## src/rtl/gdz_pkg.sv

```systemverilog
// ----------------------------------------------------------------------------
// gdz_pkg
// Shared types and constants for the gamepad dead zone normalizer.
// ----------------------------------------------------------------------------
package gdz_pkg;

  // pipeline depths of the iterative units, one bit per stage
  localparam int IsqSteps  = 16;
  localparam int DivSteps  = 16;
  // st1, st2, root, st19, st20, quotient, output register
  localparam int PipeDepth = IsqSteps + DivSteps + 5;

  localparam logic [15:0] StickOne = 16'd32768;
  localparam logic [15:0] AxisMax  = 16'd32767;
  localparam logic [15:0] TrigFull = 16'hFFFF;
  localparam logic [7:0]  TrigTop  = 8'd255;

  // register indexes on the config port
  typedef enum logic [1:0] {
    REG_TRIG_TH = 2'd0,
    REG_DZ_L    = 2'd1,
    REG_DZ_R    = 2'd2,
    REG_NONE    = 2'd3
  } reg_idx_e;

  typedef struct packed {
    logic [7:0]  trig_th;
    logic [14:0] dz_l;
    logic [14:0] dz_r;
  } cfg_t;

  // sideband that rides along with the root pipeline
  typedef struct packed {
    logic [15:0]       buttons;
    logic [1:0][23:0]  trig_num;
    logic [7:0]        trig_den;
    logic [1:0]        trig_zero;
    logic [3:0][15:0]  ax_mag;
    logic [3:0]        ax_neg;
  } front_t;

  // sideband that rides along with the quotient pipeline
  typedef struct packed {
    logic [15:0] buttons;
    logic [3:0]  ax_neg;
    logic [1:0]  trig_zero;
    logic [1:0]  stick_zero;
  } back_t;

endpackage

```

## src/rtl/gdz_div.sv

```systemverilog
// ----------------------------------------------------------------------------
// gdz_div
// Pipelined restoring divider, 46 by 31 bits, 16-bit quotient, one bit a stage.
// The caller guarantees the quotient fits in 16 bits.
// ----------------------------------------------------------------------------
module gdz_div (
  input  logic        clk_i,
  input  logic        en_i,
  input  logic [45:0] num_i,
  input  logic [30:0] den_i,
  output logic [15:0] quo_o
);
  import gdz_pkg::*;

  logic [45:0] rem_q [DivSteps-1];
  logic [30:0] den_q [DivSteps-1];
  logic [15:0] quo_q [DivSteps];

  for (genvar i = 0; i < DivSteps; i++) begin : g_step
    localparam int Sh = DivSteps - 1 - i;
    logic [45:0] rem_in, rem_d, shifted;
    logic [30:0] den_in;
    logic [15:0] quo_in, quo_d;

    if (i == 0) begin : g_first
      assign rem_in = num_i;
      assign den_in = den_i;
      assign quo_in = '0;
    end else begin : g_next
      assign rem_in = rem_q[i-1];
      assign den_in = den_q[i-1];
      assign quo_in = quo_q[i-1];
    end

    // compare and subtract the shifted divisor
    always_comb begin
      shifted = {15'd0, den_in} << Sh;
      if (rem_in >= shifted) begin
        rem_d = rem_in - shifted;
        quo_d = quo_in | (16'd1 << Sh);
      end else begin
        rem_d = rem_in;
        quo_d = quo_in;
      end
    end

    if (i < DivSteps - 1) begin : g_rem
      always_ff @(posedge clk_i) begin
        if (en_i) begin
          rem_q[i] <= rem_d;
          den_q[i] <= den_in;
        end
      end
    end else begin : g_norem
      logic unused_r;
      assign unused_r = ^rem_d;
    end

    always_ff @(posedge clk_i) begin
      if (en_i) quo_q[i] <= quo_d;
    end
  end

  assign quo_o = quo_q[DivSteps-1];

endmodule

```

## config.mk

```make
export PLATFORM = sky130hd
export DESIGN_NAME = gdz_div
export DESIGN_NICKNAME = d
export VERILOG_FILES = /design/src/rtl/gdz_pkg.sv /design/src/rtl/gdz_div.sv
export SDC_FILE = /design/constraint.sdc
export NUM_CORES = 2
export LEC_CHECK = 0
export BUFFER_PORTS_ARGS = -buffer_cell sky130_fd_sc_hd__buf_2
export CAP_MARGIN = 20
export CELL_PAD_IN_SITES_DETAIL_PLACEMENT = 0
export CELL_PAD_IN_SITES_GLOBAL_PLACEMENT = 1
export CORE_MARGIN = 1.5
export CORE_UTILIZATION = 50
export DETAILED_ROUTE_END_ITERATION = 8
export PLACE_DENSITY = 0.87
export SLEW_MARGIN = 20
export SYNTH_ARGS = -nofsm -noshare
export SYNTH_HDL_FRONTEND = slang
export SYNTH_SLANG_ARGS = --single-unit
export TNS_END_PERCENT = 20
```

## constraint.sdc

```tcl
create_clock -name clk_i -period 4 [get_ports clk_i]
set_input_delay 0.8 -clock clk_i [delete_from_list [all_inputs] [get_ports clk_i]]
set_output_delay 0.8 -clock clk_i [all_outputs]
set_load 0.1 [all_outputs]
```

==> impl.org <==
** Clock network
- TritonCTS built the clock tree.
- The clock tree synthesis step divided the H-tree into 4 levels.
- Worst-Skew Late Latency :: 760 ps
- The clock drives approximately 1300 sinks.
- In this run, CTS created clock tree buffers numbering 145.
- The clock passes through at most 3 buffers.
- The root buffer cell chosen for the clock tree is sky130_fd_sc_hd__clkbuf_16.
- Post-CTS clock slew at the launch and capture registers of the worst setup and hold paths :: around 60 ps
- Post-CTS setup-driven buffer insertion count :: 0

** Worst setup path
- STA classifies the critical path startpoint as a flop.
- Data arrival, critical path :: 4360 ps
- The worst register-to-register path has a depth of 16.
- Critical Path, Cell by Cell :: inv_1 -> ha_1 -> inv_1 -> fa_1 -> a211oi_2 -> o211ai_1 -> a2111oi_1 -> buf_4 -> o21bai_1 -> o22ai_1 -> buf_4 -> nor3_1 -> nor2_2 -> o31ai_1 -> nor4_1 -> xor2_1
- The endpoint identified for the worst register-to-register timing path is rem_q[0][229].
- CP Data Required Time :: between 4000 and 5000 ps
- STA classifies the critical path endpoint as a flop.
- The worst register-to-register path has a setup slack of between 100 and 150 ps.
- Among all stages on the critical path, the largest delay is contributed by sky130_fd_sc_hd__a2111oi_1.
- The worst setup path is of the flop to flop kind.
- Along the worst path, the maximum fanout reaches 3.
- Worst path max stage delay :: ~500 ps
- Critical R2R Launch :: rem_q[0][149]

** GRT
- Global-route wire length before repair :: between 200000 and 300000 um
- Total overflow reported by the global router :: 0
- Entering global routing, the biggest net connects around 150 pins.
- Global routing consumed, over all layers together, 21.3% of the routing resources.
- Number of antenna violations at the first check in global routing :: 0
- The via count of the first global-routing pass was 50830.

** Synthesis
- Post-synth top cells :: 1291 x sky130_fd_sc_hd__edfxtp_1, 619 x sky130_fd_sc_hd__inv_1, 593 x sky130_fd_sc_hd__a21oi_1
- Combined area of all synthesized cells :: 72900 um^2
- Summed over its instances, the top area cell type makes up between 50% and 60% of the synthesized netlist area.
- Synthesis inferred ~1300 register bits.
- In the synthesized netlist, the number of instances is between 6000 and 7000.
- The netlist uses 97 different library cells.
- Cell type with the highest aggregate area in the netlist :: sky130_fd_sc_hd__edfxtp_1
- Sequential area share after synthesis :: a little over half
- Primary FF master, synth :: sky130_fd_sc_hd__edfxtp_1
- EDFF count, synth :: roughly 1300
- Syn_area_per_cell :: about 11 um^2
- Warning count from the yosys run :: 0
- Synth area leaders :: sky130_fd_sc_hd__edfxtp_1 53%, sky130_fd_sc_hd__ha_1 8.5%, sky130_fd_sc_hd__a21oi_1 4.1%
- By instance count, the leading cell after synthesis is sky130_fd_sc_hd__edfxtp_1.
- Net count after synthesis :: between 7000 and 8000
- After synthesis, the share of flip-flops with an asynchronous set or reset is 0%.

** Route
- DRT Wirelength :: between 150000 and 200000 um
- The routed layout has about 50000 vias.
- After detailed routing, the number of remaining DRC violations is 0.
- Detailed router's first-iteration violation count :: approximately 2200
- Via-to-Cell Ratio :: approximately 5.6
- Average routed wire per standard cell :: between 15 and 20 um
- The first detailed-routing pass took 7 iterations.
- Number of nets with antenna violations after detailed routing :: 0

** Finish
- Number of filler instances in the final layout :: 12054
- NumNets Final :: 7572
- P&R area growth vs syn :: 12.4%
- Of the cells placed in the final design, the portion with a size suffix greater than 1 is a little under 10%.
- Diodes inserted :: 0
- Number of cells in the finished layout apart from fillers :: about 9000

** Pwr
- The analysis attributes to cell leakage a power of 33.0 nW.
- Power spread over the standard cell area amounts to between 700 and 800 nW/um^2.
- IR analysis of the VDD net gives a maximum drop of about 0.00038 V.

** Timing
- For the pin with the worst max-slew slack, the measured transition is ~1200 ps.
- Subtracting the final worst setup slack from the clock period gives between 3000 and 4000 ps.
- Final Hold Violating Endpoints :: 0
- Adding up every negative setup slack in the final design gives 0 ps.
- Derived from the worst setup path, the maximum achievable clock frequency is 259 MHz.
- Worst slew margin relative to its limit :: between 15 and 20%
- Setup violations remaining at the end of the flow were counted as 0.
- The max-slew violation total from the final report was 0.
- RSZ-0062 raised after global routing :: yes
- Final period util :: about 97%
- The clock arrives with ~28 ps of skew.

** Die
- Num rows :: around 140
- Starting utilization of the core area :: 50.5%
- Standard cell core area :: between 100000 and 150000 um^2
- From bottom edge to top edge, the die measures 385 um.
- Chip width :: 385 um
- Count of boundary I/O pins :: 95
- Die Footprint :: 148000 um^2

** Hold path
- Hold Crit Endpoint :: den_q[0][24]
- Counting instances, the worst hold path has a depth of 1.
- The worst hold path begins at den_i[24].
- Class of the tightest hold or removal check :: input pin to flop

** Place
- Including well taps, the total number of placed cells is slightly below 9000.
- The HPWL after detailed placement is 124000 um.
- Input and output buffers added on the ports amount to 94.
- Final RePlAce weighted congestion :: between 0.9 and 1

** Run
- Number of maximum-capacitance constraint violations :: 0

** Outcome
- The run finished with clean final reports.
logic make-up (layout without fill, tap and decap cells):
kind of cell               count (synthesis)  in the layout  synth area share [%]
muxes                                     84             84                  1.29
DFF                                     1291           1291                  53.2
adders and majority gates                511            511                  8.93
xor gates and xnor gates                 490            490                  5.89
buffers and inverters                    800           1222                  4.19
and+or+nand+nor                         1698           1698                  11.2
AOI/OAI and AO/OA                       1798           1798                  15.3
registers in the layout, summed over array words and instances (netlist names):
name,flops
den_q,465
rem_q,690
quo_q,136
metrics by stage:
step                setup slack (ps)  hold WS, ps  area, um^2  utilization [%]  total power [mW]
floorplan                        262          400       72900                -              38.9
global placement                -460          401       77300             53.6              45.6
detailed placement              -273          405       77300             53.6              46.0
CTS                             50.6          166       81800             56.8              58.8
global route                   -72.2          192       81900             56.8              62.5
finish                           133          236       81900             56.8              58.7
worst max-delay path by stage:
stage                   from             to  slack [ps]
2_1_floorplan      num_i[15]   rem_q[0][43]         260
3_3_place_gp       num_i[15]   rem_q[0][43]        -460
3_5_place_dp       num_i[15]   rem_q[0][43]        -270
4_1_cts        rem_q[0][149]  rem_q[0][229]          50
5_1_grt          rem_q[1][6]   rem_q[1][90]         -70
6_report       rem_q[0][149]  rem_q[0][229]         130
cell type report:
class	count	area (um^2)	area share (%)
timing repair buffer	341	2680	3.27
inverter	622	2330	2.85
multi-input combinational	4581	31200	38.1
sequential	1291	38800	47.3
tap	1903	2380	2.91
clock buffer	169	3780	4.62
clock inverter	90	762	0.930
power by group:
part,internal (mW),switching (mW),total [mW]
registers,19.5,1.97,21.5
clock network,7.41,5.21,12.6
logic,10.8,13.8,24.6
total,37.7,21.0,58.7
worst max-delay path: cells and delay by family (launching register included):
kind / cells / cell delay [ps]
simple gates: 3 / 570
buf+inv: 4 / 500
fa+ha+maj: 2 / 560
compound gates: 6 / 1500
flops: 1 / 370
xor+xnor: 1 / 110
routing by layer:
layer	vias up	routed length, um	track usage [%]
met5	-	0	0
met1	23473	55600	19.4
li1	25109	-	-
met2	1029	88900	43.5
met3	461	4250	2.74
met4	0	10000	13.0
cell usage in the layout (no fill, tap or decap), types with 37 or more instances in the layout:
master                      instances
sky130_fd_sc_hd__edfxtp_1        1291
sky130_fd_sc_hd__a21oi_1          592
sky130_fd_sc_hd__buf_4            220
sky130_fd_sc_hd__and3_1            46
sky130_fd_sc_hd__buf_2             93
sky130_fd_sc_hd__mux2_2            78
sky130_fd_sc_hd__clkinv_1          43
sky130_fd_sc_hd__nand4_1           94
sky130_fd_sc_hd__xnor2_1          262
sky130_fd_sc_hd__o21bai_1          61
sky130_fd_sc_hd__o21a_1            65
sky130_fd_sc_hd__o211ai_1          39
sky130_fd_sc_hd__inv_1            619
sky130_fd_sc_hd__nor3_1            91
sky130_fd_sc_hd__o21ai_0          456
sky130_fd_sc_hd__nand3_1          124
sky130_fd_sc_hd__nand2b_1          72
sky130_fd_sc_hd__ha_1             496
sky130_fd_sc_hd__a31oi_1           37
sky130_fd_sc_hd__nand2_1          531
sky130_fd_sc_hd__a21o_1           257
sky130_fd_sc_hd__clkbuf_16        148
sky130_fd_sc_hd__xor2_1           228
sky130_fd_sc_hd__nor2_1           430
sky130_fd_sc_hd__nor4_1            66
sky130_fd_sc_hd__a211oi_1          41
sky130_fd_sc_hd__o31ai_1           37
sky130_fd_sc_hd__nor2b_1           57
what timing repair did:
item | CTS | global route
resized for setup | 2 | 13
hold buffers | 0 | 0
setup endpoints to repair | 3 | 42
pin swaps | 0 | 1
Power figures use the tool's default switching activity.
