### config.mk
export PLATFORM = sky130hd
export DESIGN_NAME = gdz_cfg
export DESIGN_NICKNAME = d
export VERILOG_FILES = /design/src/rtl/gdz_pkg.sv /design/src/rtl/gdz_cfg.sv
export SDC_FILE = /design/constraint.sdc
export NUM_CORES = 1
export LEC_CHECK = 0
export ABC_AREA = 1
export ABC_CLOCK_PERIOD_IN_PS = 1250
export BUFFER_PORTS_ARGS = -buffer_cell sky130_fd_sc_hd__buf_2
export CAP_MARGIN = 10
export CORE_UTILIZATION = 46
export CTS_CLUSTER_SIZE = 20
export DETAILED_ROUTE_END_ITERATION = 8
export GPL_ROUTABILITY_DRIVEN = 0
export GPL_TIMING_DRIVEN = 0
export PLACE_DENSITY = 0.92
export SKIP_LAST_GASP = 1
export SYNTH_ARGS = -nofsm -noshare
export SYNTH_HDL_FRONTEND = slang
export SYNTH_SLANG_ARGS = --single-unit
### constraint.sdc
create_clock -name clk_i -period 1.25 [get_ports clk_i]
set_input_delay 0.25 -clock clk_i [delete_from_list [all_inputs] [get_ports clk_i]]
set_output_delay 0.25 -clock clk_i [all_outputs]
set_load 0.01 [all_outputs]
### src/rtl/gdz_pkg.sv
// ----------------------------------------------------------------------------
// gdz_pkg
// Shared types and constants for the gamepad dead zone normalizer.
// ----------------------------------------------------------------------------
package gdz_pkg;

  // pipeline depths of the iterative units, one bit per stage
  localparam int IsqSteps  = 16;
  localparam int DivSteps  = 16;
  // st1, st2, root, st19, st20, quotient, output register
  localparam int PipeDepth = IsqSteps + DivSteps + 5;

  localparam logic [15:0] StickOne = 16'd32768;
  localparam logic [15:0] AxisMax  = 16'd32767;
  localparam logic [15:0] TrigFull = 16'hFFFF;
  localparam logic [7:0]  TrigTop  = 8'd255;

  // register indexes on the config port
  typedef enum logic [1:0] {
    REG_TRIG_TH = 2'd0,
    REG_DZ_L    = 2'd1,
    REG_DZ_R    = 2'd2,
    REG_NONE    = 2'd3
  } reg_idx_e;

  typedef struct packed {
    logic [7:0]  trig_th;
    logic [14:0] dz_l;
    logic [14:0] dz_r;
  } cfg_t;

  // sideband that rides along with the root pipeline
  typedef struct packed {
    logic [15:0]       buttons;
    logic [1:0][23:0]  trig_num;
    logic [7:0]        trig_den;
    logic [1:0]        trig_zero;
    logic [3:0][15:0]  ax_mag;
    logic [3:0]        ax_neg;
  } front_t;

  // sideband that rides along with the quotient pipeline
  typedef struct packed {
    logic [15:0] buttons;
    logic [3:0]  ax_neg;
    logic [1:0]  trig_zero;
    logic [1:0]  stick_zero;
  } back_t;

endpackage

### src/rtl/gdz_cfg.sv
// ----------------------------------------------------------------------------
// gdz_cfg
// APB register file: trigger threshold and the two stick dead zones.
// ----------------------------------------------------------------------------
module gdz_cfg (
  input  logic          clk_i,
  input  logic          rst_ni,
  input  logic          psel_i,
  input  logic          penable_i,
  input  logic          pwrite_i,
  input  logic [3:0]    paddr_i,
  input  logic [31:0]   pwdata_i,
  output logic [31:0]   prdata_o,
  output gdz_pkg::cfg_t cfg_o
);
  import gdz_pkg::*;

  cfg_t     cfg_q, cfg_d;
  reg_idx_e idx;
  logic     wr;

  assign idx = reg_idx_e'(paddr_i[3:2]);
  assign wr  = psel_i && penable_i && pwrite_i;

  // write decode
  always_comb begin
    cfg_d = cfg_q;
    if (wr) begin
      unique case (idx)
        REG_TRIG_TH: cfg_d.trig_th = pwdata_i[7:0];
        REG_DZ_L:    cfg_d.dz_l    = pwdata_i[14:0];
        REG_DZ_R:    cfg_d.dz_r    = pwdata_i[14:0];
        default:     cfg_d         = cfg_q;
      endcase
    end
  end

  always_ff @(posedge clk_i or negedge rst_ni) begin
    if (!rst_ni) begin
      cfg_q.trig_th <= 8'd30;
      cfg_q.dz_l    <= 15'd7849;
      cfg_q.dz_r    <= 15'd8689;
    end else begin
      cfg_q <= cfg_d;
    end
  end

  // read mux
  always_comb begin
    unique case (idx)
      REG_TRIG_TH: prdata_o = {24'd0, cfg_q.trig_th};
      REG_DZ_L:    prdata_o = {17'd0, cfg_q.dz_l};
      REG_DZ_R:    prdata_o = {17'd0, cfg_q.dz_r};
      default:     prdata_o = 32'd0;
    endcase
  end

  assign cfg_o = cfg_q;

endmodule

==> results of run 1 <==
==> repair_timing <==
action | CTS | global route
resized for setup | 7 | 40
setup buffers | 17 | 6
pin swaps | 12 | 8
setup endpoints to repair | 15 | 25
hold buffers | 0 | 0
gates cloned | 0 | 1
==> layer usage <==
metal / share of wire / wire (um) / GRT usage / up-vias
met5: 0 / 0 / 0 / -
met4: 0.022 / 127 / 0.0559 / 0
met3: 0.076 / 430 / 0.0685 / 14
met2: 0.52 / 2990 / 0.420 / 93
met1: 0.38 / 2150 / 0.310 / 953
li1: - / - / - / 957
==> path summary, 6_finish.rpt <==
path,startpoint,end,depth (start not counted)
max,cfg_o[32],prdata_o[2],3
max in group asynchronous,rst_ni,cfg_o[19],1
min in group clk_i,pwdata_i[8],cfg_o[8],3
min,rst_ni,cfg_o[14],1
min reg2reg,cfg_o[25],cfg_o[25],2
max reg2reg,cfg_o[20],cfg_o[20],4
==> cell families (layout without fill, tap and decap cells) <==
group,after synthesis,after routing,share of synthesized area
buffers and inverters,28,134,0.104
other,1,17,0.00196
DFF,38,38,0.508
and+or+nand+nor,180,180,0.386
==> cell usage after synthesis <==
cell type    n
dfstp_2     19
nor2_2       2
buf_6        2
inv_1        3
buf_4       21
dfrtp_1     19
inv_2        2
conb_1       1
nand2_1    162
nand2_2      2
nand2_4      2
nand3_1      8
nand3_2      1
nor2_4       3
==> power groups by stage <==
stage                     sequential (W)  clock [W]  combinational (W)
after floorplan                  0.00189          0           0.000407
after global placement           0.00177          0           0.000961
after detailed placement         0.00179          0           0.000991
after CTS                        0.00174   0.000802            0.00116
after global routing             0.00181   0.000859            0.00152
final                            0.00178   0.000790            0.00140
==> metrics by stage <==
| stage | setup TNS [ps] | worst slack, ps | util |
|---|---|---|---|
| 5_1_grt | -2160 | -126 | 0.720 |
| 6_report | -1170 | -99.7 | 0.720 |
| 2_1_floorplan | 0 | 175 | - |
| 3_5_place_dp | -3030 | -224 | 0.602 |
| 4_1_cts | -1290 | -89.0 | 0.662 |
| 3_3_place_gp | -2400 | -172 | 0.602 |
==> final cells by class <==
class,count,share of cell area
clock buffers,8,0.0278
repair buffers,98,0.240
multi-input cells,197,0.295
inverters,5,0.00912
flip-flops and latches,38,0.338
well taps,50,0.0217
plain buffers,23,0.0677
==> impl_metrics.tcl, run 1 <==
set metrics [dict create \
    synth_seq_area_share 0.508 \
    slowest_stage "dfstp_2" \
    area_growth_pct 50.3 \
    cts_tree "yes" \
    dr_total_vias 2017 \
    fmax_ghz 0.741 \
    dpl.hpwl_mm 3.49 \
    cpPeakStageDelay_ps 540 \
    ys_ff_latch 38 \
    antenna_found_initial 0 \
    switching_share 0.322 \
    fin_worst_skew_ps 0 \
    drc 0 \
    netlist_top_cells_area "nand2_1, dfstp_2, dfrtp_1" \
    start_util 0.479 \
    fin_cells 419 \
    crit_fanout 2 \
    die_w_um 66.6 \
    syn-mean-instance-area_um2 7.76 \
    required_ps 1000 \
    clkSinkCount 38 \
    path_buf_inv 1 \
    min_period_ps 1350 \
    cp_data_arrival_time_ps 1100 \
    wirelength_mm 5.69 \
    multiInputGateArea_um2 851 \
    routed_via_density 4.81 \
    n_antenna_cell 0 \
    final_common_cell "nand2_1" \
    cp_top_family "flip-flops" \
    p_int_w 0.00269 \
    combPwrFrac 0.352 \
    synth_top_area_share 0.317 \
    cp_cell_sequence "nand2_1 > nand3_1 > buf_2" \
    outcome "finished, violations left" \
    ir_drop_uv 795 \
    slew_violations 0 \
    drive_gt1_frac 0.461 \
    hold_slack_ps 67.7 \
    report.final.setup_viol 25 \
    first_pass_iters 4 \
    drt_iter0_drc 96 \
    rsz0062_at_grt "yes" \
    portBuffers 74 \
    clk_transition_reported_paths_ps 70 \
    layout_setup_ws_ps -99.7 \
    worst_setup_path_start_kind "register" \
    htreeDepth 2 \
    ant_nets 0 \
    wl_per_cell_um 13.6 \
    synth_cell_type_count 14 \
    fin_crit_sh 1.08 \
    grt_start_max_net_pins 39 \
    numPlacedInstances 387 \
    cts_root_buf "clkbuf_8" \
    cts.path.max_buffers 2 \
    layout.nets 409 \
    dieArea_mm2 0.00443 \
    rows 23 \
    maxCapViolations 0 \
    worstSetupEndpointType "primary output" \
    final_cell_mix "nand2_1, buf_2, buf_4" \
    ios 111 \
    netlist_instances 247 \
    design_area_mm2 0.00288 \
    p_total_w 0.00397 \
    placed_cell_area_mm2 0.00241 \
    grt_usage 0.247 \
    grt_pass1_wl_mm 8.00 \
    switching_power_w 0.00128 \
    clk_latency_ps 280 \
    nFillCells 325 \
    power_frac_seq 0.449 \
    yosys_warnings 0 \
    hp-class "input pin to async pin" \
    core_area_mm2 0.00400 \
    synth_top_area_cell "nand2_1" \
    power_density_mw_per_mm2 1380 \
    slew_headroom 0.445 \
    clock_power_share 0.199 \
    crit_type "register to primary output" \
    die_h_um 66.6 \
    reg2reg_slack_ps 320 \
    p_leak_nw 1.70 \
    grt_pass1_vias 1686 \
    largest_reg_flops 38 \
    hold_violations 0 \
    cts_made_buffers 5 \
    seqCellArea_um2 975 \
    worstMarginPinSlew_ps 833 \
    failed_checks "setup timing" \
    syn_area_mm2 0.00192 \
    grt_overflow 0 \
]
(Power assumes the default switching activity.)
==> inputs of run 2 (changes only) <==
CELL_PAD_IN_SITES_DETAIL_PLACEMENT = 2   (was unset)
CELL_PAD_IN_SITES_GLOBAL_PLACEMENT = 2   (was unset)
CORE_UTILIZATION = 24   (was 46)
SETUP_SLACK_MARGIN = 0.02   (was unset)
==> run 2 against run 1 <==
The run still ends with setup timing left. Non-clock buffer count rose by 9. Final cell count rose by 15%. Fmax fell by 5.5%. Largest cell class is now buffers.
==> impl_metrics.tcl, run 2 (synthesis results as in run 1) <==
set metrics [dict create \
    outcome "finished, violations left" \
    final_common_cell "nand2_1" \
    worst_setup_path_start_kind "register" \
    p_leak_nw 1.80 \
    hold_slack_ps 76.8 \
    ir_drop_uv 600 \
    first_pass_iters 4 \
    die_w_um 91.4 \
    layout_setup_ws_ps -178 \
    crit_fanout 2 \
    routed_via_density 4.28 \
    die_h_um 91.4 \
    cp_cell_sequence "nand2_1 > nand3_1 > buf_2" \
    nFillCells 891 \
    failed_checks "setup timing" \
    setup-tns-final_ps -1880 \
    grt_pass1_wl_mm 11.6 \
    drt_iter0_drc 40 \
    layout.nets 418 \
    clk_transition_reported_paths_ps 80 \
    cts_tree "yes" \
    slew_violations 0 \
    rows 32 \
    largest_reg_flops 38 \
    min_period_ps 1430 \
    fin_util 0.410 \
    n_antenna_cell 0 \
    cts_made_buffers 5 \
    fin_worst_skew_ps 0 \
    report.final.setup_viol 28 \
    p_total_w 0.00468 \
    hold_violations 0 \
    clkSinkCount 38 \
    final_cell_mix "nand2_1, buf_2, buf_4" \
    htreeDepth 2 \
    portBuffers 74 \
    slowest_stage "dfstp_2" \
    cp_data_arrival_time_ps 1180 \
    grt_start_max_net_pins 39 \
    grt_usage 0.183 \
    core_area_mm2 0.00773 \
    required_ps 1000 \
    power_density_mw_per_mm2 1480 \
    antenna_found_initial 0 \
    drive_gt1_frac 0.468 \
    grt_pass1_vias 2179 \
    grt_overflow 0 \
    rsz0062_at_grt "yes" \
    ios 111 \
    cpPeakStageDelay_ps 570 \
    ant_nets 0 \
    hp-class "input pin to async pin" \
    worstSetupEndpointType "primary output" \
    slew_headroom 0.399 \
    dieArea_mm2 0.00835 \
    crit_type "register to primary output" \
    maxCapViolations 0 \
    fin_crit_sh 1.14 \
    cts_root_buf "clkbuf_8" \
    fmax_ghz 0.700 \
    cts.path.max_buffers 2 \
    drc 0 \
    area_growth_pct 65.5 \
    dp_slack_ps -327 \
    dpl.hpwl_mm 4.99 \
    clk_latency_ps 290 \
    dr_total_vias 2052 \
    cts_hold_buf 0 \
    worstMarginPinSlew_ps 902 \
    start_util 0.248 \
    wirelength_mm 7.77 \
    wl_per_cell_um 16.2 \
]
run 2: per-layer routing:
layer	GRT usage	wire [um]	vias to the layer above
met3	0.0310	218	4
met5	0	0	-
met4	0.0317	27	0
met1	0.224	3330	1027
li1	-	-	973
met2	0.338	4200	48
run 2: final cells by class:
cell class                      count  area, um^2  share of cell area
Inverter                            5        31.3             0.00986
Buffer                             23         200              0.0631
Timing Repair Buffer              107         855               0.269
Clock inverter                      2        60.1              0.0189
Clock buffer                        6        82.6              0.0260
Sequential cell                    38         975               0.307
Multi-Input combinational cell    197         841               0.265
Tap cell                          102         128              0.0402
run 2: timing repair:
| item | in CTS | in global routing |
|---|---|---|
| buffers inserted | 20 | 11 |
| setup endpoints to repair | 25 | 34 |
| resized for setup | 26 | 32 |
| hold endpoints to repair | 0 | 0 |
| cloned | 2 | 0 |
| pin swaps | 19 | 8 |
run 2: per-stage QoR:
step	cells	cell area (um^2)
after floorplan	263	1980
after global placement	439	2470
after detailed placement	439	2470
after CTS	469	2920
after global routing	480	3170
final	480	3170
run 2: final timing paths:
| kind | from | endpoint | slack, ps | cells past startpoint |
|---|---|---|---|---|
| max in group asynchronous | rst_ni | cfg_o[23] | 610 | 1 |
| min in group clk_i | pwdata_i[9] | cfg_o[24] | 160 | 3 |
| min reg2reg | cfg_o[0] | cfg_o[0] | 490 | 2 |
| max | cfg_o[18] | prdata_o[3] | -180 | 3 |
| min | rst_ni | cfg_o[16] | 80 | 1 |
| max reg2reg | cfg_o[34] | cfg_o[34] | 340 | 4 |
run 2: worst max-delay path: cells and delay by family (launching register included):
kind                   cells  cell delay, ps
buffers and inverters      1             130
and+or+nand+nor            2             190
DFF                        1             570
run 2: power by group:
part,switching [W],internal [W]
logic,0.000731,0.000825
registers,0.000222,0.00158
clock network,0.000478,0.000852
