===== src/rtl/gdz_pkg.sv =====
// ----------------------------------------------------------------------------
// gdz_pkg
// Shared types and constants for the gamepad dead zone normalizer.
// ----------------------------------------------------------------------------
package gdz_pkg;

  // pipeline depths of the iterative units, one bit per stage
  localparam int IsqSteps  = 16;
  localparam int DivSteps  = 16;
  // st1, st2, root, st19, st20, quotient, output register
  localparam int PipeDepth = IsqSteps + DivSteps + 5;

  localparam logic [15:0] StickOne = 16'd32768;
  localparam logic [15:0] AxisMax  = 16'd32767;
  localparam logic [15:0] TrigFull = 16'hFFFF;
  localparam logic [7:0]  TrigTop  = 8'd255;

  // register indexes on the config port
  typedef enum logic [1:0] {
    REG_TRIG_TH = 2'd0,
    REG_DZ_L    = 2'd1,
    REG_DZ_R    = 2'd2,
    REG_NONE    = 2'd3
  } reg_idx_e;

  typedef struct packed {
    logic [7:0]  trig_th;
    logic [14:0] dz_l;
    logic [14:0] dz_r;
  } cfg_t;

  // sideband that rides along with the root pipeline
  typedef struct packed {
    logic [15:0]       buttons;
    logic [1:0][23:0]  trig_num;
    logic [7:0]        trig_den;
    logic [1:0]        trig_zero;
    logic [3:0][15:0]  ax_mag;
    logic [3:0]        ax_neg;
  } front_t;

  // sideband that rides along with the quotient pipeline
  typedef struct packed {
    logic [15:0] buttons;
    logic [3:0]  ax_neg;
    logic [1:0]  trig_zero;
    logic [1:0]  stick_zero;
  } back_t;

endpackage


===== src/rtl/gdz_isqrt.sv =====
// ----------------------------------------------------------------------------
// gdz_isqrt
// Pipelined floor integer square root, one result bit per stage.
// ----------------------------------------------------------------------------
module gdz_isqrt (
  input  logic        clk_i,
  input  logic        en_i,
  input  logic [31:0] val_i,
  output logic [15:0] root_o
);
  import gdz_pkg::*;

  logic [32:0] v_q [IsqSteps-1];
  logic [32:0] r_q [IsqSteps];

  for (genvar k = 0; k < IsqSteps; k++) begin : g_step
    localparam int Sh = 2 * (IsqSteps - 1 - k);
    logic [32:0] v_in, r_in, v_d, r_d, trial;

    if (k == 0) begin : g_first
      assign v_in = {1'b0, val_i};
      assign r_in = '0;
    end else begin : g_next
      assign v_in = v_q[k-1];
      assign r_in = r_q[k-1];
    end

    // trial subtract of the current bit pair
    always_comb begin
      trial = r_in + (33'd1 << Sh);
      if (v_in >= trial) begin
        v_d = v_in - trial;
        r_d = (r_in >> 1) + (33'd1 << Sh);
      end else begin
        v_d = v_in;
        r_d = r_in >> 1;
      end
    end

    if (k < IsqSteps - 1) begin : g_rem
      always_ff @(posedge clk_i) begin
        if (en_i) v_q[k] <= v_d;
      end
    end else begin : g_norem
      logic unused_v;
      assign unused_v = ^v_d;
    end

    always_ff @(posedge clk_i) begin
      if (en_i) r_q[k] <= r_d;
    end
  end

  assign root_o = r_q[IsqSteps-1][15:0];

endmodule


===== config.mk =====
export PLATFORM = sky130hd
export DESIGN_NAME = gdz_isqrt
export DESIGN_NICKNAME = d
export VERILOG_FILES = /design/src/rtl/gdz_pkg.sv /design/src/rtl/gdz_isqrt.sv
export SDC_FILE = /design/constraint.sdc
export NUM_CORES = 1
export LEC_CHECK = 0
export BUFFER_PORTS_ARGS = -buffer_cell sky130_fd_sc_hd__buf_2
export CAP_MARGIN = 20
export CORE_MARGIN = 3
export CORE_UTILIZATION = 45
export CTS_BUF_LIST = sky130_fd_sc_hd__clkbuf_2
export DETAILED_ROUTE_END_ITERATION = 7
export SETUP_SLACK_MARGIN = 0.05
export SYNTH_ARGS = -nofsm -noshare
export SYNTH_HDL_FRONTEND = slang
export SYNTH_SLANG_ARGS = --single-unit

===== constraint.sdc =====
create_clock -name clk_i -period 7.7 [get_ports clk_i]
set_input_delay 0.385 -clock clk_i [delete_from_list [all_inputs] [get_ports clk_i]]
set_output_delay 0.385 -clock clk_i [all_outputs]
set_load 0.005 [all_outputs]

==> summary.log, run 1 <==
qor: cells_and_area.filler_cells_inserted 5,824
qor: synth.synth_area_leader_cell edfxtp_1
qor: drt.routed_wirelength 63.2 mm
qor: synth.portion_of_the_post_synthesis_area_used_by_sequential_elements 63.2%
qor: die.number_of_core_rows 94
qor: grt.antenna_found_initial 2
qor: drt.drt-pass1-iter-count 5
qor: timing.finalClockSkew 0.125 ns
qor: drt.post_detailed_route_drc_marker_count 0
qor: placed_design.place.gp.congestion 0.900
qor: timing.max-slew-margin-rel 25.2%
qor: die.ios 50
qor: worst_setup_path.crit_required 8.73 ns
qor: synth.postSynthAreaPerCell 12.9 um2
qor: clock_network.tritoncts.num_buffers 163
qor: placed_design.dp_hpwl 44.9 mm
qor: placed_design.place_worst_setup_slack 3.98 ns
qor: synth.post_synth_main_area_contributors edfxtp_1, ha_1, xor2_1
qor: clock_network.cts-resized-gates 0
qor: timing.rsz0062_at_grt false
qor: grt.first_global_vias 19,500
qor: cells_and_area.multiInputGateArea 10,200 um2
qor: timing.max_freq 0.285 GHz
qor: timing.totalNegativeSetupSlack 0 ns
qor: grt.grt.total_usage 18.3%
qor: drt.drt-wirelength-per-cell 17.7 um
qor: cells_and_area.drive_gt1_share 13.0%
qor: pwr.ir_drop 0.160 mV
qor: cells_and_area.layout.cells.non_filler 3,575
qor: synth.synth.top_cells.by_count edfxtp_1, inv_1, ha_1
qor: cells_and_area.areaGrowthSynthToFinish 11.7%
qor: synth.syn_nets 2,508
qor: worst_setup_path.worst_setup_path_start_kind flop
qor: die.floorplan.initialDensity 45.5%
qor: clock_network.ctsRootBufferMaster clkbuf_2
qor: cells_and_area.seq_area 18,900 um2
qor: synth.ys_types 74
qor: clock_network.worstSkewPairLatency 1.33 ns
qor: synth.synthMostInstantiatedCell edfxtp_1
qor: timing.fin_crit 3.51 ns
qor: pwr.power.density_cell_area 242 nW/um2
qor: timing.final_hold_viol_count 0
qor: clock_network.cts-htree-levels 4
qor: timing.worst_slack 4.19 ns
qor: placed_design.post-place-cells 3,218
qor: synth.syn_inst 2,324
qor: run_status.status finished, final reports clean
qor: timing.count_of_endpoints_failing_setup_in_the_final_report 0
qor: worst_setup_path.timing.setup.critical_path_class reg -> reg
qor: placed_design.placement.io_buffers 49
qor: die.design.core.area 65,900 um2
qor: synth.synth_top_flop_cell edfxtp_1
qor: cells_and_area.finish.utilization 50.9%
qor: clock_network.clock_sink_count 631
qor: worst_setup_path.setup_crit_end_kind flop
qor: pwr.total_leakage_power 12.7 nW
qor: clock_network.max-clock-path-buffers 3
qor: synth.synth_top_cell_area_share 63.2%
qor: synth.synthesis.area 30,000 um2
qor: clock_network.cts.reportedPaths.clkPinSlew 0.10 ns
qor: drt.routed-via-count 19,100
qor: synth.yosysWarnings 0
qor: flow_run.cap_viol_max_count 0
qor: die.design.die.area 69,800 um2
qor: clock_network.clock_tree_from_tritoncts built
qor: drt.first_iter_violations 1,222
qor: worst_setup_path.worst-endpoint-arrival 4.54 ns
qor: timing.timing.final.crit_share 45.5%
qor: grt.grt_pass1_wl 101 mm
qor: drt.detail-route-antenna-nets 0
qor: grt.overflow 0
qor: pwr.power 0.00811 W
qor: timing.final-max-slew-violation-count 0
qor: timing.slew_at_the_pin_closest_to_its_max_slew_limit 1.12 ns
qor: synth.synth_enable_flop_cells 631
qor: die.die_w 264 um
qor: cells_and_area.fin_nets 2,774
qor: synth.async_flop_share 0%
qor: die.die_h 264 um
qor: worst_setup_path.maximum_net_fanout_on_the_critical_path 21
qor: grt.grt_start_max_net_pins 190
qor: synth.post_synthesis_register_bit_count 631
qor: drt.route.detailed.vias_per_inst 5.36
qor: worst_hold_path.min-delay-path-class in -> reg
-- area by class of cell --
| class | count | area share (%) |
|---|---|---|
| flip-flops and latches | 631 | 56.6 |
| multi-input cells | 1482 | 30.6 |
| clock buffers | 230 | 3.44 |
| repair buffers | 134 | 3.27 |
| well taps | 864 | 3.23 |
| inverters | 178 | 1.99 |
| clock inverters | 53 | 0.893 |
| diodes | 3 | 0.0224 |
-- registers in the layout (all words and copies together) (netlist names) --
register	cells
r_q	136
v_q	495
-- path summary, 6_finish.rpt --
| path | start | endpoint | slack, ns | depth (start not counted) |
|---|---|---|---|---|
| worst max register to register | r_q[1][53]$_DFFE_PP_ | v_q[1][85]$_DFFE_PP_ | 4.19 | 9 |
| worst min register to register | r_q[1][206]$_DFFE_PP_ | r_q[1][238]$_DFFE_PP_ | 0.39 | 0 |
| worst max-delay path | r_q[1][53]$_DFFE_PP_ | v_q[1][85]$_DFFE_PP_ | 4.19 | 9 |
| worst min-delay path | val_i[8] | v_q[0][8]$_DFFE_PP_ | 0.34 | 3 |
-- report_power, final --
part	leakage [nW]	switching (W)	internal, W
combinational	5.56	0.000761	0.000583
clock	1.09	0.00135	0.000859
sequential	6.04	0.000290	0.00427
-- layout by cell type (no fill, tap or decap), types with 56 or more instances in the layout --
master,n
edfxtp_1,631
clkbuf_2,231
inv_1,177
ha_1,150
nand2_1,149
nor2_1,146
o21ai_0,129
xor2_1,108
xnor2_1,100
a21oi_1,97
nor4_1,83
dlygate4sd3_1,68
nor3_1,56
-- worst max-delay path, cell delays in order, from the launching register on --
cell	delay [ns]
edfxtp_1	0.37
inv_1	0.05
ha_1	0.46
or4bb_1	0.51
nor4_1	0.68
a211oi_1	0.16
a21boi_1	0.22
buf_4	0.27
inv_1	0.20
mux2_2	0.36
-- cells by family (layout without fill, tap and decap cells) --
kind of cell | after synthesis | after routing | share of synthesized area, %
AO/OA/AOI/OAI | 404 | 404 | 8.52
buffers and inverters | 211 | 595 | 2.73
adder cells (fa/ha/maj) | 150 | 150 | 6.26
AND/OR/NAND/NOR | 697 | 697 | 12.4
multiplexers | 23 | 23 | 0.826
flip-flops | 631 | 631 | 63.2
XOR/XNOR | 208 | 208 | 6.08
other | 0 | 3 | 0
-- metrics by stage --
stage / hold WS (ns) / area [um2]
after floorplan: 0.417 / 30000
after global placement: 0.425 / 31300
after detailed placement: 0.427 / 31300
after CTS: 0.111 / 33500
after global routing: 0.172 / 33500
final: 0.342 / 33500
-- repair_timing --
action | CTS | global route
endpoints found under the hold margin | 439 | 0
buffers inserted | 0 | 0
hold buffers | 69 | 0
-- metal layers --
metal | part of all wire, % | global-route usage, % | wire length, um
met5 | 0 | 0 | 0
met4 | 3.0 | 7.69 | 1870
met3 | 4.0 | 3.80 | 2530
met2 | 55 | 34.4 | 34500
met1 | 38 | 19.7 | 24200
Power figures use the tool's default switching activity.
==> inputs of run 2 (changes only) <==
==> constraint.sdc (replaced) <==
create_clock -name clk_i -period 3.05 [get_ports clk_i]
set_input_delay 0.1525 -clock clk_i [delete_from_list [all_inputs] [get_ports clk_i]]
set_output_delay 0.1525 -clock clk_i [all_outputs]
set_load 0.005 [all_outputs]
==> run 2 against run 1 <==
Non-clock buffer count is 71 higher; core utilization up 1.3 points; design area rose by 2.6%; via count grew 1.7%; first-iteration DRC count grew 12%; sequential share of layout area fell by 1.4 points; clock skew is 0.020 ns lower; critical path type is now in -> reg.
==> summary.log, run 2 (same netlist as run 1, synthesis figures left out) <==
qor: run_status.status finished, final reports clean
qor: grt.overflow 0
qor: worst_setup_path.r2r-start v_q[1][146]$_DFFE_PP_
qor: pwr.total_leakage_power 13.0 nW
qor: timing.fin_crit 2.94 ns
qor: grt.grt_pass1_wl 104 mm
qor: worst_setup_path.critPathLaunch val_i[18]
qor: drt.drt-wirelength-per-cell 18.0 um
qor: drt.detail-route-antenna-nets 0
qor: die.die_h 264 um
qor: worst_setup_path.ff2ff_setup_slack 0.14 ns
qor: drt.route.detailed.vias_per_inst 5.34
qor: drt.post_detailed_route_drc_marker_count 0
qor: cells_and_area.multiInputGateArea 10,400 um2
qor: die.ios 50
qor: worst_setup_path.crit_required 4.27 ns
qor: timing.max_freq 0.340 GHz
qor: placed_design.place.gp.congestion 0.893
qor: flow_run.cap_viol_max_count 0
qor: worst_setup_path.worst-endpoint-arrival 4.16 ns
qor: cells_and_area.layout_commonest_cell edfxtp_1
qor: placed_design.dp_hpwl 45.8 mm
qor: cells_and_area.biggestRegsByFlops v_q: 495 flops, r_q: 136 flops
qor: timing.count_of_endpoints_failing_setup_in_the_final_report 0
qor: die.design.die.area 69,800 um2
qor: clock_network.cts.reportedPaths.clkPinSlew 0.09 ns
qor: cells_and_area.fin_nets 2,842
qor: timing.slew_at_the_pin_closest_to_its_max_slew_limit 0.878 ns
qor: timing.finalClockSkew 0.106 ns
qor: clock_network.ctsRootBufferMaster clkbuf_2
qor: cells_and_area.largest_register v_q
qor: worst_setup_path.reg2reg_to v_q[1][195]$_DFFE_PP_
qor: cells_and_area.areaGrowthSynthToFinish 14.6%
qor: timing.rsz0062_at_grt false
qor: die.die_w 264 um
qor: clock_network.clock_sink_count 631
qor: die.floorplan.initialDensity 45.5%
qor: cells_and_area.largest_reg_flops 495
qor: cells_and_area.drive_gt1_share 14.9%
qor: cells_and_area.layout_common_cells edfxtp_1, clkbuf_2, inv_1
qor: grt.first_global_vias 20,000
qor: clock_network.clock_tree_from_tritoncts built
qor: worst_setup_path.critical-path-top-cell-by-count dlygate4sd3_1
qor: drt.routed_wirelength 65.6 mm
qor: grt.grt.total_usage 18.8%
qor: grt.antenna_found_initial 2
qor: worst_setup_path.crit_path_top_delay_cell dlygate4sd3_1
qor: timing.worst_slack 0.111 ns
qor: worst_setup_path.maximum_net_fanout_on_the_critical_path 4
qor: worst_hold_path.min-delay-path-class in -> reg
qor: pwr.power.density_cell_area 603 nW/um2
qor: drt.drt-pass1-iter-count 7
qor: placed_design.post-place-cells 3,255
qor: pwr.ir_drop 0.425 mV
qor: cells_and_area.filler_cells_inserted 5,694
qor: placed_design.placement.io_buffers 49
qor: worst_setup_path.worst_setup_path_start_kind primary input
qor: cells_and_area.layout.cells.non_filler 3,644
qor: timing.max-slew-margin-rel 41.0%
qor: drt.first_iter_violations 1,370
qor: grt.grt_start_max_net_pins 122
qor: clock_network.cts-htree-levels 4
qor: worst_setup_path.timing.setup.critical_path_class in -> reg
qor: timing.final_hold_viol_count 0
qor: timing.timing.final.crit_share 96.4%
qor: worst_setup_path.worstSetupEndpoint v_q[0][31]$_DFFE_PP_
qor: clock_network.max-clock-path-buffers 3
qor: clock_network.worstSkewPairLatency 1.36 ns
qor: worst_setup_path.crit_path_max_incr_delay 0.58 ns
qor: worst_setup_path.cp_cell_sequence dlygate4sd3_1, dlygate4sd3_1, buf_2, dlygate4sd3_1, nor4_2, nand4_1, o21ai_2, nor2_1, dlygate4sd3_1, a21oi_1, dlygate4sd3_1
qor: cells_and_area.seq_area 18,900 um2
qor: worst_setup_path.ff2ff_path_depth 8
qor: drt.routed-via-count 19,500
qor: worst_setup_path.setup_crit_end_kind flop
qor: clock_network.tritoncts.num_buffers 160
qor: placed_design.place_worst_setup_slack -0.0272 ns
qor: die.number_of_core_rows 94
qor: timing.final-max-slew-violation-count 0
qor: die.design.core.area 65,900 um2
-- run 2: metrics by stage --
| stage | cell area, um2 | total power, W | setup TNS [ns] | util (%) | hold WS (ns) |
|---|---|---|---|---|---|
| after global placement | 31700 | 0.0150 | 0 | 48.1 | 0.343 |
| after floorplan | 30000 | 0.0138 | 0 | - | 0.251 |
| after CTS | 34200 | 0.0209 | 0 | 51.9 | 0.128 |
| final | 34400 | 0.0207 | 0 | 52.2 | 0.316 |
| after global routing | 34400 | 0.0220 | 0 | 52.2 | 0.161 |
| after detailed placement | 31700 | 0.0151 | -0.0951 | 48.1 | 0.345 |
-- run 2: critical path, delay by kind of cell --
family | cells | cell delay, ns
buf+inv | 6 | 2.92
simple gates | 3 | 0.69
compound gates | 2 | 0.39
-- run 2: layer usage --
layer	wire [um]	vias to the layer above	track usage, %
li1	-	9501	-
met1	25800	9357	20.9
met2	35300	463	34.7
met3	2680	146	3.70
met4	1820	0	8.03
met5	0	-	0
-- run 2: what timing repair did --
action	4_1_cts	5_1_grt
pin swaps	2	2
endpoints found under the hold margin	665	0
hold buffers	99	0
gates resized for setup	0	32
endpoints found under the setup margin	13	79
setup buffers	4	2
-- run 2: where the power goes --
| part | internal [W] | switching (W) | total [W] |
|---|---|---|---|
| clock network | 0.00214 | 0.00345 | 0.00559 |
| registers | 0.0108 | 0.000742 | 0.0115 |
| logic | 0.00161 | 0.00200 | 0.00361 |
| total | 0.0145 | 0.00620 | 0.0207 |
-- run 2: worst min path at each step --
stage               startpoint                   end  depth (start not counted)
floorplan             val_i[0]   v_q[0][0]$_DFFE_PP_                          0
global placement     val_i[26]  v_q[0][26]$_DFFE_PP_                          1
detailed placement    val_i[6]   v_q[0][6]$_DFFE_PP_                          1
CTS                  val_i[30]  v_q[0][30]$_DFFE_PP_                          5
global route         val_i[30]  v_q[0][30]$_DFFE_PP_                          5
finish               val_i[30]  v_q[0][30]$_DFFE_PP_                          5
-- run 2: layout make-up --
cell class                      count  share of cell area [%]
Clock inverter                     49                   0.852
Timing Repair Buffer              205                    5.25
Sequential cell                   631                    55.2
Antenna cell                        8                  0.0583
Inverter                          178                    1.94
Tap cell                          864                    3.15
Clock buffer                      227                    3.31
Multi-Input combinational cell   1482                    30.3
==> inputs of run 3 (changes only) <==
--- a/config.mk
+++ b/config.mk
@@ -11,6 +11,7 @@
 export CORE_UTILIZATION = 45
 export CTS_BUF_LIST = sky130_fd_sc_hd__clkbuf_2
 export DETAILED_ROUTE_END_ITERATION = 7
+export HOLD_SLACK_MARGIN = 0.06
 export SETUP_SLACK_MARGIN = 0.05
 export SYNTH_ARGS = -nofsm -noshare
 export SYNTH_HDL_FRONTEND = slang
==> constraint.sdc (replaced) <==
create_clock -name clk_i -period 3.25 [get_ports clk_i]
set_input_delay 0.1625 -clock clk_i [delete_from_list [all_inputs] [get_ports clk_i]]
set_output_delay 0.1625 -clock clk_i [all_outputs]
set_load 0.005 [all_outputs]
==> run 3 against run 2 <==
Non-clock buffer count is 14 lower; sequential share of layout area is 0.26 points higher; critical endpoint unchanged; clock power is 3% lower; core utilization is 0.25 points lower; critical path depth stayed put; sequential power is 6% lower; routed wire length is 1.1% lower.
==> summary.log, run 3 (same netlist as run 1, synthesis figures left out) <==
qor: run_status.status finished, final reports clean
qor: cells_and_area.layout_common_cells edfxtp_1, clkbuf_2, inv_1
qor: cells_and_area.areaGrowthSynthToFinish 14.0%
qor: die.number_of_core_rows 94
qor: timing.slew_at_the_pin_closest_to_its_max_slew_limit 0.865 ns
qor: timing.final_hold_viol_count 0
qor: timing.tightest_hold_margin 0.339 ns
qor: drt.route.detailed.vias_per_inst 5.31
qor: placed_design.dp_hpwl 45.2 mm
qor: timing.finalClockSkew 0.110 ns
qor: timing.count_of_endpoints_failing_setup_in_the_final_report 0
qor: worst_setup_path.critical-path-top-cell-by-count dlygate4sd3_1
qor: clock_network.tritoncts.num_buffers 162
qor: clock_network.worstSkewPairLatency 1.33 ns
qor: pwr.power 0.0195 W
qor: drt.drt-wirelength-per-cell 17.9 um
qor: pwr.ir_drop 0.450 mV
qor: drt.detail-route-antenna-nets 0
qor: drt.drt-pass1-iter-count 5
qor: worst_setup_path.crit_path_top_delay_cell dlygate4sd3_1
qor: placed_design.place.gp.congestion 0.881
qor: die.floorplan.initialDensity 45.5%
qor: timing.rsz0062_at_grt true
qor: worst_setup_path.timing.setup.critical_path_class in -> reg
qor: cells_and_area.drive_gt1_share 14.1%
qor: grt.grt_pass1_wl 104 mm
qor: grt.grt.total_usage 18.8%
qor: drt.first_iter_violations 1,054
qor: clock_network.clock_tree_from_tritoncts built
qor: pwr.power.density_cell_area 571 nW/um2
qor: timing.max-slew-margin-rel 41.4%
qor: cells_and_area.largest_register v_q
qor: cells_and_area.finish.utilization 51.9%
qor: cells_and_area.multiInputGateArea 10,300 um2
qor: placed_design.placement.io_buffers 49
qor: clock_network.cts.reportedPaths.clkPinSlew 0.09 ns
qor: die.die_w 264 um
qor: die.die_h 264 um
qor: pwr.total_leakage_power 13.0 nW
qor: worst_setup_path.maximum_net_fanout_on_the_critical_path 4
qor: timing.timing.final.crit_share 95.8%
qor: worst_setup_path.worst_setup_path_start_kind primary input
qor: worst_setup_path.ff2ff_setup_slack 0.17 ns
qor: grt.first_global_vias 20,000
qor: grt.grt_start_max_net_pins 82
qor: cells_and_area.filler_cells_inserted 5,696
qor: clock_network.max-clock-path-buffers 3
qor: die.ios 50
qor: placed_design.placedInstanceArea 31,600 um2
qor: flow_run.cap_viol_max_count 0
qor: cells_and_area.biggestRegsByFlops v_q: 495 flops, r_q: 136 flops
qor: die.design.die.area 69,800 um2
qor: worst_setup_path.setup_crit_end_kind flop
qor: cells_and_area.postLayoutCellArea 34,200 um2
qor: timing.max_freq 0.321 GHz
qor: clock_network.clock_sink_count 631
qor: cells_and_area.largest_reg_flops 495
qor: timing.final-max-slew-violation-count 0
qor: worst_setup_path.cp_cell_sequence dlygate4sd3_1, dlygate4sd3_1, buf_2, dlygate4sd3_1, nor4_1, nand4_1, o21ai_1, nor2_1, dlygate4sd3_1, a21oi_1, dlygate4sd3_1
qor: die.design.core.area 65,900 um2
qor: timing.totalNegativeSetupSlack 0 ns
qor: worst_setup_path.crit_required 4.44 ns
qor: drt.routed-via-count 19,300
qor: worst_hold_path.min-delay-path-class in -> reg
qor: cells_and_area.fin_nets 2,830
qor: drt.post_detailed_route_drc_marker_count 0
qor: cells_and_area.seq_area 18,900 um2
qor: grt.antenna_found_initial 4
qor: cells_and_area.layout_commonest_cell edfxtp_1
qor: drt.routed_wirelength 64.9 mm
qor: clock_network.cts-htree-levels 4
qor: grt.overflow 0
qor: worst_setup_path.worst-endpoint-arrival 4.31 ns
qor: worst_setup_path.crit_path_max_incr_delay 0.58 ns
qor: clock_network.ctsRootBufferMaster clkbuf_2
qor: timing.fin_crit 3.11 ns
-- run 3: critical path, delay by kind of cell --
kind                   cells  cell delay [ns]
buffers and inverters      6             2.92
and+or+nand+nor            3             0.78
AOI/OAI and AO/OA          2             0.45
-- run 3: metal layers --
layer | track usage (%) | share of wire (%)
met1 | 21.0 | 40
met2 | 34.8 | 54
met3 | 3.93 | 3.7
met4 | 7.65 | 2.9
met5 | 0 | 0.020
-- run 3: worst paths after layout --
check | start | end | cells after the start
max | val_i[18] | v_q[0][31]$_DFFE_PP_ | 11
min | val_i[30] | v_q[0][30]$_DFFE_PP_ | 5
max reg2reg | v_q[1][76]$_DFFE_PP_ | v_q[1][131]$_DFFE_PP_ | 9
min reg2reg | v_q[0][86]$_DFFE_PP_ | v_q[0][119]$_DFFE_PP_ | 0
-- run 3: through the flow --
step	instances	setup WS [ns]
2_1_floorplan	2324	0.503
3_3_place_gp	3244	-0.319
3_5_place_dp	3244	-0.332
4_1_cts	3629	0.0561
5_1_grt	3637	-0.0248
6_report	3638	0.135
-- run 3: power breakdown --
group / switching (W) / leakage (nW) / internal (W)
Combinational: 0.00185 / 5.87 / 0.00145
Sequential: 0.000667 / 6.04 / 0.0101
Clock: 0.00324 / 1.13 / 0.00220
-- run 3: cell type report --
cell class              instances  share of cell area [%]
multi-input cells            1482                    30.1
diodes                          6                  0.0439
inverters                     178                    1.95
clock inverters                57                    1.08
well taps                     864                    3.16
clock buffers                 229                    3.35
repair buffers                191                    4.93
flip-flops and latches        631                    55.4
-- run 3: what timing repair did --
item | CTS | global route
resized for setup | 2 | 6
setup buffers | 0 | 2
endpoints found under the setup margin | 22 | 22
hold endpoints to repair | 665 | 0
pin swaps | 0 | 1
hold buffers | 99 | 0
